$ cat src/rtl/sysex_file_deframer_unit_assert.svh
// Assertion macros shared by the deframer RTL.
`ifndef SYSEX_FILE_DEFRAMER_UNIT_ASSERT_SVH
`define SYSEX_FILE_DEFRAMER_UNIT_ASSERT_SVH

`ifndef ASSERT_OFF
// Clocked check, disabled while reset is asserted (reset is active low).
`define SFD_ASSERT_CLK(label, clk, rst_n, prop) \
    label: assert property (@(posedge clk) disable iff (!(rst_n)) (prop)) \
        else $error("sysex deframer check failed");
// Clocked check that also holds during reset.
`define SFD_ASSERT_ALWAYS(label, clk, prop) \
    label: assert property (@(posedge clk) (prop)) \
        else $error("sysex deframer check failed");
`else
`define SFD_ASSERT_CLK(label, clk, rst_n, prop)
`define SFD_ASSERT_ALWAYS(label, clk, prop)
`endif

`endif

$ cat src/rtl/sfd_pkg.sv
// Types and constants shared by the sysex file deframer modules.
package sfd_pkg;

    // Framing bytes and the status-byte marker.
    localparam logic [7:0] BYTE_SOF   = 8'hf0;
    localparam logic [7:0] BYTE_EOF   = 8'hf7;
    localparam int         STATUS_BIT = 7;

    // Parser phase codes; the codes above PH_FAILED are treated as failed.
    localparam logic [2:0] PH_FIRST   = 3'd0;
    localparam logic [2:0] PH_RAW     = 3'd1;
    localparam logic [2:0] PH_BETWEEN = 3'd2;
    localparam logic [2:0] PH_FRAME   = 3'd3;
    localparam logic [2:0] PH_FAILED  = 3'd4;

    // File status codes reported with the last beat.
    localparam logic [2:0] ST_OK          = 3'd0;
    localparam logic [2:0] ST_STATUS_BYTE = 3'd1;
    localparam logic [2:0] ST_EMPTY       = 3'd2;
    localparam logic [2:0] ST_STRAY       = 3'd3;
    localparam logic [2:0] ST_MISSING_EOF = 3'd4;
    localparam logic [2:0] ST_WRONG_COUNT = 3'd5;

    // Message count saturates at this value.
    localparam logic [1:0] COUNT_MAX = 2'd2;

    // Register address bits and index of require_single.
    localparam int         ADDR_W          = 3;
    localparam logic       REG_REQ_SINGLE  = 1'b0;

    // Stream widths.
    localparam int IN_DATA_W  = 8;
    localparam int OUT_DATA_W = 16;
    localparam int OUT_USER_W = 2;

    // Per-file parser state.
    typedef struct packed {
        logic [2:0] phase;
        logic       payload_seen;
        logic [1:0] msg_count;
        logic [2:0] err;
    } t_file_state;

    // One result item.
    typedef struct packed {
        logic [6:0] payload_byte;
        logic       byte_valid;
        logic       message_end;
        logic       done_res;
        logic [2:0] status;
    } t_result;

endpackage

$ cat src/rtl/sysex_file_deframer_unit.sv
// Top level of the sysex file deframer: stream ports, register port, pipeline.
//
//  Channel   Direction  Beat contents
//  s_axis    in         tdata[7:0] file_byte, tlast = last
//  m_axis    out        tdata payload_byte/status, tuser flags, tlast = done_res
//  APB       in/out     register 0 (byte address 0): require_single
//
//  Each file byte gives one result beat, held first in the input register and
//  then in the result register. One byte is taken every cycle while the result
//  side keeps up; the parser state updates in one step between the two
//  registers. Reset clears the parser, the pipeline valids and require_single.
//  A stalled result holds both registers and input tready drops only when
//  both are full.
module sysex_file_deframer_unit (
    input  logic                             i_clk,
    input  logic                             i_rst_n,
    // Input stream.
    input  logic                             s_axis_tvalid,
    output logic                             s_axis_tready,
    input  logic [sfd_pkg::IN_DATA_W-1:0]    s_axis_tdata,  // [7:0] file_byte
    input  logic                             s_axis_tlast,  // last
    // Output stream.
    output logic                             m_axis_tvalid,
    input  logic                             m_axis_tready,
    output logic [sfd_pkg::OUT_DATA_W-1:0]   m_axis_tdata,  // [6:0] payload_byte,
                                                            // [9:7] status, rest zero
    output logic [sfd_pkg::OUT_USER_W-1:0]   m_axis_tuser,  // [0] byte_valid,
                                                            // [1] message_end
    output logic                             m_axis_tlast,  // done_res
    // Register port.
    input  logic                             psel,
    input  logic                             penable,
    input  logic                             pwrite,
    input  logic [sfd_pkg::ADDR_W-1:0]       paddr,
    input  logic [31:0]                      pwdata,
    output logic [31:0]                      prdata,
    output logic                             pready
);
    import sfd_pkg::*;

`include "sysex_file_deframer_unit_assert.svh"

    logic        r_require_single;
    logic        r_in_valid;
    logic [7:0]  r_in_byte;
    logic        r_in_last;
    logic        r_out_valid;
    t_result     r_out;
    t_file_state r_state;
    t_file_state n_state;
    t_result     n_out;
    logic        w_out_free;
    logic        w_advance;
    logic        w_take_in;
    logic        w_cfg_write;

    // Handshake steering between the two registers.
    assign w_out_free    = !r_out_valid || m_axis_tready;
    assign w_advance     = r_in_valid && w_out_free;
    assign s_axis_tready = !r_in_valid || w_advance;
    assign w_take_in     = s_axis_tvalid && s_axis_tready;
    assign w_cfg_write   = psel && penable && pwrite && pready;

    // Register read path.
    assign pready = 1'b1;
    assign prdata = (paddr[ADDR_W-1] == REG_REQ_SINGLE) ? {31'd0, r_require_single} : 32'd0;

    // Parser step for the byte in the input register.
    sfd_step u_step (
        .i_state          (r_state),
        .i_byte           (r_in_byte),
        .i_last           (r_in_last),
        .i_require_single (r_require_single),
        .o_state          (n_state),
        .o_result         (n_out)
    );

    // Pipeline registers, parser state and configuration.
    always_ff @(posedge i_clk) begin
        if (!i_rst_n) begin
            r_require_single <= 1'b0;
            r_in_valid       <= 1'b0;
            r_out_valid      <= 1'b0;
            r_state          <= '{phase: PH_FIRST, payload_seen: 1'b0,
                                  msg_count: 2'd0, err: ST_OK};
        end else begin
            if (w_cfg_write && paddr[ADDR_W-1] == REG_REQ_SINGLE) begin
                r_require_single <= pwdata[0];
            end
            if (w_take_in) begin
                r_in_byte <= s_axis_tdata;
                r_in_last <= s_axis_tlast;
            end
            if (w_take_in) begin
                r_in_valid <= 1'b1;
            end else if (w_advance) begin
                r_in_valid <= 1'b0;
            end
            if (w_advance) begin
                r_state     <= n_state;
                r_out       <= n_out;
                r_out_valid <= 1'b1;
            end else if (m_axis_tready) begin
                r_out_valid <= 1'b0;
            end
        end
    end

    // Output beat packing.
    assign m_axis_tvalid = r_out_valid;
    assign m_axis_tdata  = {6'd0, r_out.status, r_out.payload_byte};
    assign m_axis_tuser  = {r_out.message_end, r_out.byte_valid};
    assign m_axis_tlast  = r_out.done_res;

    // A failing file never shows data or a message end on its final beat.
    `SFD_ASSERT_CLK(a_err_no_data, i_clk, i_rst_n,
        (r_out_valid && r_out.status != ST_OK) |-> (!r_out.byte_valid && !r_out.message_end))
    // A status code appears only on the beat that closes the file.
    `SFD_ASSERT_CLK(a_status_on_last, i_clk, i_rst_n,
        (r_out_valid && !r_out.done_res) |-> (r_out.status == ST_OK))
    // A result that is not taken is still there in the next cycle.
    `SFD_ASSERT_CLK(a_hold_result, i_clk, i_rst_n,
        (r_out_valid && !m_axis_tready) |=> r_out_valid)

endmodule

$ cat src/rtl/sfd_step.sv
// Next-state and result logic of the deframer for one file byte.
module sfd_step (
    input  sfd_pkg::t_file_state i_state,
    input  logic [7:0]           i_byte,
    input  logic                 i_last,
    input  logic                 i_require_single,
    output sfd_pkg::t_file_state o_state,
    output sfd_pkg::t_result     o_result
);
    import sfd_pkg::*;

    always_comb begin
        logic [2:0] ph;
        logic       ps;
        logic [1:0] cnt;
        logic [2:0] err;
        logic       consumed;
        t_result    res;

        ph       = i_state.phase;
        ps       = i_state.payload_seen;
        cnt      = i_state.msg_count;
        err      = i_state.err;
        consumed = 1'b0;
        res      = '0;

        // The first byte picks framed or raw mode; an opening F0 is used up here.
        if (ph == PH_FIRST) begin
            if (i_byte == BYTE_SOF) begin
                ph       = PH_FRAME;
                ps       = 1'b0;
                consumed = 1'b1;
            end else begin
                ph = PH_RAW;
            end
        end

        // Per-phase handling of the byte.
        if (!consumed) begin
            case (ph)
                PH_RAW: begin
                    if (i_byte[STATUS_BIT]) begin
                        err = ST_STATUS_BYTE;
                        ph  = PH_FAILED;
                    end else begin
                        res.payload_byte = i_byte[6:0];
                        res.byte_valid   = 1'b1;
                        if (i_last) begin
                            res.message_end = 1'b1;
                            cnt             = 2'd1;
                        end
                    end
                end
                PH_BETWEEN: begin
                    if (i_byte != BYTE_SOF) begin
                        err = ST_STRAY;
                        ph  = PH_FAILED;
                    end else begin
                        ph = PH_FRAME;
                        ps = 1'b0;
                    end
                end
                PH_FRAME: begin
                    if (i_byte == BYTE_EOF) begin
                        if (err == ST_OK && !ps) begin
                            err = ST_EMPTY;
                        end
                        if (err != ST_OK) begin
                            ph = PH_FAILED;
                        end else begin
                            res.message_end = 1'b1;
                            if (cnt < COUNT_MAX) begin
                                cnt = cnt + 2'd1;
                            end
                            ph = PH_BETWEEN;
                        end
                    end else if (i_byte[STATUS_BIT]) begin
                        if (err == ST_OK) begin
                            err = ST_STATUS_BYTE;
                        end
                    end else if (err == ST_OK) begin
                        res.payload_byte = i_byte[6:0];
                        res.byte_valid   = 1'b1;
                        ps               = 1'b1;
                    end
                end
                default: begin
                    ph = PH_FAILED;
                end
            endcase
        end

        // File end: final checks, status report and state clear.
        if (i_last) begin
            if (ph == PH_FRAME) begin
                err = ST_MISSING_EOF;
            end else if (err == ST_OK && i_require_single && cnt != 2'd1) begin
                err = ST_WRONG_COUNT;
            end
            res.status   = err;
            res.done_res = 1'b1;
            if (err != ST_OK) begin
                res.payload_byte = '0;
                res.byte_valid   = 1'b0;
                res.message_end  = 1'b0;
            end
            ph  = PH_FIRST;
            ps  = 1'b0;
            cnt = '0;
            err = ST_OK;
        end

        o_state.phase        = ph;
        o_state.payload_seen = ps;
        o_state.msg_count    = cnt;
        o_state.err          = err;
        o_result             = res;
    end

endmodule

$ cat config.mk
export PLATFORM = sky130hd
export DESIGN_NAME = sysex_file_deframer_unit
export DESIGN_NICKNAME = d
export VERILOG_FILES = /design/src/rtl/sfd_pkg.sv /design/src/rtl/sysex_file_deframer_unit.sv /design/src/rtl/sfd_step.sv
export VERILOG_INCLUDE_DIRS = /design/src /design/src/rtl
export SDC_FILE = /design/constraint.sdc
export NUM_CORES = 1
export LEC_CHECK = 0
export ABC_CLOCK_PERIOD_IN_PS = 4970
export BUFFER_PORTS_ARGS = -buffer_cell sky130_fd_sc_hd__buf_2
export CAP_MARGIN = 0
export CORE_MARGIN = 5
export CORE_UTILIZATION = 45
export DETAILED_ROUTE_END_ITERATION = 12
export GPL_ROUTABILITY_DRIVEN = 0
export PLACE_DENSITY = 0.88
export SETUP_SLACK_MARGIN = 0.4
export SLEW_MARGIN = 20
export SYNTH_ARGS = -nofsm -noshare
export SYNTH_HDL_FRONTEND = slang
export SYNTH_SLANG_ARGS = --single-unit
export TNS_END_PERCENT = 20
$ cat constraint.sdc
create_clock -name i_clk -period 4.97 [get_ports i_clk]
set_input_delay 0.994 -clock i_clk [delete_from_list [all_inputs] [get_ports i_clk]]
set_output_delay 0.994 -clock i_clk [all_outputs]
set_load 0.05 [all_outputs]
Word-level counts from Yosys, hierarchy flattened

Cells that the tools add are included.

Register bits: 34
Latch bits: 0
Bits in writable memories: 0
ROM bits: 0
Input bits: 51
Output and inout port bits: 54
Logic and storage cells: 106
Memories: 0

$add $sub $neg: 1
Multiply operators: 0
Div/mod/pow operators: 0
Magnitude comparators: 1
Equal/unequal tests: 8
Shift-type cells: 0
Multiplexer cells: 59
Bitwise gates (word level): 1
Reductions and logical operators: 22

Operator list:

| kind                                                                     | count |
|---|---|
| 3-bit two-way mux                                                        | 21 |
| 9-bit two-way mux                                                        | 3 |
| 8-bit two-way mux                                                        | 3 |
| 1-bit two-way mux                                                        | 18 |
| 3-bit one-hot mux with 3 select lines                                    | 2 |
| 9-bit one-hot mux with 2 select lines                                    | 1 |
| 8-bit == test (second input constant)                                    | 2 |
| 2-bit two-way mux                                                        | 8 |
| 13-bit two-way mux                                                       | 1 |
| 3-bit by 2-bit == test with 1-bit output (second input constant)         | 3 |
| 3-bit logical NOT                                                        | 3 |
| 1-bit logical AND                                                        | 8 |
| 8-bit inequality test (second input constant)                            | 1 |
| 3-bit nonzero test                                                       | 2 |
| 2-bit one-hot mux with 2 select lines                                    | 1 |
| 2-bit AND reduction                                                      | 2 |
| 2-bit nonzero test                                                       | 2 |
| 3-bit by 1-bit == test with 1-bit output (second input constant)         | 1 |
| 1-bit logical NOT                                                        | 3 |
| 2-bit by 1-bit adder with 2-bit output (second input constant)           | 1 |
| 1-bit logical OR                                                         | 2 |
| 2-bit less-than comparator (second input constant)                       | 1 |
| 2-bit by 1-bit inequality test with 1-bit output (second input constant) | 1 |
| 1-bit one-hot mux with 2 select lines                                    | 1 |
| 1-bit inverter                                                           | 1 |

Depth between registers and ports, before layout

Word-level depth: 22
Gate-level depth with buffers: 7
Depth with buffers taken out: 7

Modules after synthesis

Synthesis repeated with hierarchy kept, for this count alone.

Cells, all modules: 213
Area, all modules: 2172.1 um^2

Modules (own cells, without submodules):

| module                   | times used | cells an instance | area an instance (um^2) | sequential area each (um^2) |
|---|---|---|---|---|
| sysex_file_deframer_unit | 1          | 117               | 1458.9                  | 900.9 |
| sfd_step                 | 1          | 96                | 713.2                   | 0.0 |

Least setup slack after synthesis

Ideal clock, no wire load.

Path type: input to output
Start point: in paddr[2] (netlist name)
End point: out prdata[0]
Data arrival time: 1.683 ns
Data required time: 3.976 ns
Path slack: 2.293 ns
Stages: 1
Cell sequence: nor2b_1

Cells in the longest elaborated chain, start to end: 1

RTL lines:

| element            | RTL line                       | RTL |
|---|---|---|
| start: declaration | sysex_file_deframer_unit.sv:34 | `input logic [sfd_pkg::ADDR_W-1:0] paddr,` |
| 1-bit two-way mux  | sysex_file_deframer_unit.sv:66 | `assign prdata = (paddr[ADDR_W-1] == REG_REQ_SINGLE) ? {31'd0, r_require_single} : 32'd0;` |
| end: declaration   | sysex_file_deframer_unit.sv:36 | `output logic [31:0] prdata,` |

Every way passes these cells.

Worst setup path in the final report

Start point: in m_axis_tready
End point: out s_axis_tready

Cells in the longest elaborated chain, start to end: 3

RTL lines:

| element            | RTL line                       | RTL |
|---|---|---|
| start: declaration | sysex_file_deframer_unit.sv:24 | `input logic m_axis_tready,` |
| 1-bit logical OR   | sysex_file_deframer_unit.sv:58 | `assign w_out_free = !r_out_valid \|\| m_axis_tready;` |
| 1-bit logical AND  | sysex_file_deframer_unit.sv:59 | `assign w_advance = r_in_valid && w_out_free;` |
| 1-bit logical OR   | sysex_file_deframer_unit.sv:60 | `assign s_axis_tready = !r_in_valid \|\| w_advance;` |
| end: declaration   | sysex_file_deframer_unit.sv:19 | `output logic s_axis_tready,` |

Every way passes these cells.

==> flow_summary.json <==
{
  "drc": 0,
  "hold_ws_ns": 0.488,
  "insertion_delay_ns": 0.28,
  "cp-end-kind": "output pin",
  "diodes": 0,
  "hold_class": "reg -> reg",
  "cp_cell_sequence": "buf_2 -> nor2b_1 -> nand2_1 -> buf_2",
  "seq_area_frac_synth_pct": 40.6,
  "overflow": 0,
  "crit_required_ns": 3.98,
  "slowest_stage": "nor2b_1",
  "start_kind": "input port",
  "start_util_pct": 46.6,
  "ys_warn_count": 0,
  "fp.dieW_um": 80.2,
  "grtUsageTotal_pct": 13.4,
  "cts_resized": 0,
  "final_antenna_net_count": 0,
  "areaGrowthSynthToFinish_pct": 5.02,
  "multi_input_area_um2": 1080,
  "path_clk_slew_ns": 0.06,
  "antenna_found_initial": 0,
  "relSlewSlack_pct": 57.8,
  "drv_slew": 0,
  "numPortBuffers": 33,
  "dr.pass1.iters": 4,
  "vias": 1681,
  "coreArea_um2": 4750,
  "setup_viol": 0,
  "hold_viol": 0,
  "status": "complete, no violations",
  "synthCells": 226,
  "cts.sinks": 34,
  "slowest_delay_ns": 0.27,
  "ctsLongestPathBuffers": 2,
  "rows": 25,
  "worstPathMaxFanout": 5,
  "syn_avg_cell_area_um2": 9.81,
  "cts_made_buffers": 5,
  "finClkSkew_ns": 0.00128,
  "die_y_um": 80.2,
  "place_inst": 314,
  "async_reset_ff_share_pct": 0,
  "criticalPathCategory": "in -> out",
  "worst_path_most_repeated_cell": "buf_2",
  "rsz0062_at_grt": "false",
  "synth_edf_count": 22,
  "vias_per_cell": 5.22,
  "fin_crit_ns": 2.69,
  "syn_area_um2": 2220,
  "nets": 306,
  "fmax_mhz": 371,
  "cap_viol_max_count": 0,
  "grt_max_degree": 19,
  "seq_area_um2": 901,
  "cts_setup_buffers": 0,
  "drtIter0Drc": 139,
  "worst_slew_pin_slew_ns": 0.633,
  "yosys_register_bits": 34,
  "hpwlAfterDp_um": 3230,
  "cts_root_buf": "clkbuf_8",
  "power.density_nw_per_um2": 273,
  "final_cells": 322,
  "io_pins": 105,
  "netlist-cell-type-count": 60,
  "routedWlPerCell_um": 13.2,
  "dieArea_um2": 6430,
  "cp_top_family": "simple AND/OR/NAND/NOR gates",
  "drt_wl_total_um": 4260,
  "totalNegativeSetupSlack_ns": 0,
  "critPathBufInv": 2,
  "cts.hold.buffers_added": 0,
  "htree_num_levels": 2,
  "cts_tree": "done",
  "arrival_ns": 1.70,
  "grt_pass1_wl_um": 6840,
  "worst_ir_drop_vdd_v": 0.000145,
  "layout-drive-gt1-share_pct": 22.7,
  "ys.flop_type": "edfxtp_1",
  "nFillCells": 458,
  "grt_pass1_vias": 1483,
  "fin_crit_sh_pct": 54.2,
  "p_leak_nw": 0.902
}
==> synthesized netlist by cell type, drive strengths merged, types with 2 or more instances <==
cell type	number	share of area, %
a31o	2	0.79
dfxtp	12	11
nor2	11	1.9
and3	2	0.56
conb	2	0.34
or4	2	0.90
nand3	11	2.5
nor2b	5	1.4
o31ai	10	3.4
nand4b	3	1.2
and2	3	0.90
a21oi	6	1.4
buf	46	16
a21boi	5	1.7
nor3	9	2.5
nand2	18	3.0
nand4	5	2.4
clkbuf	2	0.34
edfxtp	22	30
or3	3	1.1
o211ai	2	0.68
and4bb	3	1.7
o21ai	13	2.9
inv	4	0.68
nor4b	2	1.1
==> flip-flops by register name (all words and copies together), names as in the netlist <==
register          cells
m_axis_tlast          1
r_in_last             1
m_axis_tdata         10
r_in_byte             8
m_axis_tuser          2
r_in_valid            1
r_state               9
r_require_single      1
m_axis_tvalid         1
==> power by group <==
group          internal (mW)  total (mW)  switching, mW
Combinational         0.0219       0.125          0.103
Clock                 0.0961       0.189         0.0926
Sequential             0.311       0.322         0.0112
==> cells by family (layout without fill, tap and decap cells) <==
group / after synthesis / after routing / synth area share [%]
AND/OR/NAND/NOR: 85 / 85 / 24.0
flip-flops: 34 / 34 / 40.6
buffers and inverters: 52 / 45 / 16.6
AO/OA/AOI/OAI: 50 / 50 / 16.8
other: 2 / 38 / 0.339
multiplexers: 2 / 2 / 0.959
adder cells (fa/ha/maj): 1 / 1 / 0.564
==> routing by layer <==
metal  track usage, %  wire (um)  up-vias
met2             21.4       2060       72
met5                0          0        -
met1             17.4       1840      786
met4             4.73         37        0
met3             3.25        326        5
li1                 -          -      818
==> stage by stage <==
| stage | cell area (um2) | util (%) | worst slack [ns] | total power [mW] |
|---|---|---|---|---|
| global route | 2330 | 49.0 | 2.21 | 0.662 |
| global placement | 2250 | 47.3 | 2.34 | 0.450 |
| detailed placement | 2250 | 47.3 | 2.28 | 0.452 |
| finish | 2330 | 49.0 | 2.28 | 0.636 |
| floorplan | 2350 | - | 2.29 | 0.460 |
| CTS | 2330 | 49.0 | 2.28 | 0.638 |
==> path summary, 6_finish.rpt <==
| kind | startpoint | endpoint | slack, ns | cells past startpoint |
|---|---|---|---|---|
| min | r_state[3] | r_state[3] | 0.49 | 2 |
| max reg2reg | r_in_byte[3] | m_axis_tdata[0] | 2.50 | 5 |
| max | m_axis_tready | s_axis_tready | 2.28 | 4 |
| min reg2reg | r_state[3] | r_state[3] | 0.49 | 2 |
==> worst register-to-register path: cells and delay by family (launching register included) <==
kind | cells | cell delay, ns
flip-flops | 1 | 0.58
AO/OA/AOI/OAI | 1 | 0.14
AND/OR/NAND/NOR | 3 | 1.07
multiplexers | 1 | 0.41
==> cell type report <==
| class | count | share of cell area (%) |
|---|---|---|
| multi-input cells | 176 | 46.5 |
| flip-flops and latches | 34 | 38.7 |
| repair buffers | 33 | 7.09 |
| well taps | 67 | 3.60 |
| clock buffers | 6 | 3.12 |
| inverters | 4 | 0.645 |
| clock inverters | 2 | 0.376 |
==> layout by cell type (no fill, tap or decap), types with 4 or more instances in the layout <==
| cell | count |
|---|---|
| a21boi_0 | 5 |
| a21oi_1 | 6 |
| buf_2 | 33 |
| clkbuf_8 | 5 |
| conb_1 | 38 |
| dfxtp_1 | 12 |
| edfxtp_1 | 22 |
| inv_1 | 4 |
| nand2_1 | 18 |
| nand3_1 | 11 |
| nor2_1 | 11 |
| nor2b_1 | 5 |
| nor3_1 | 7 |
| o21ai_0 | 10 |
| o31ai_1 | 10 |
No activity file was read; power rests on OpenSTA's default activity.
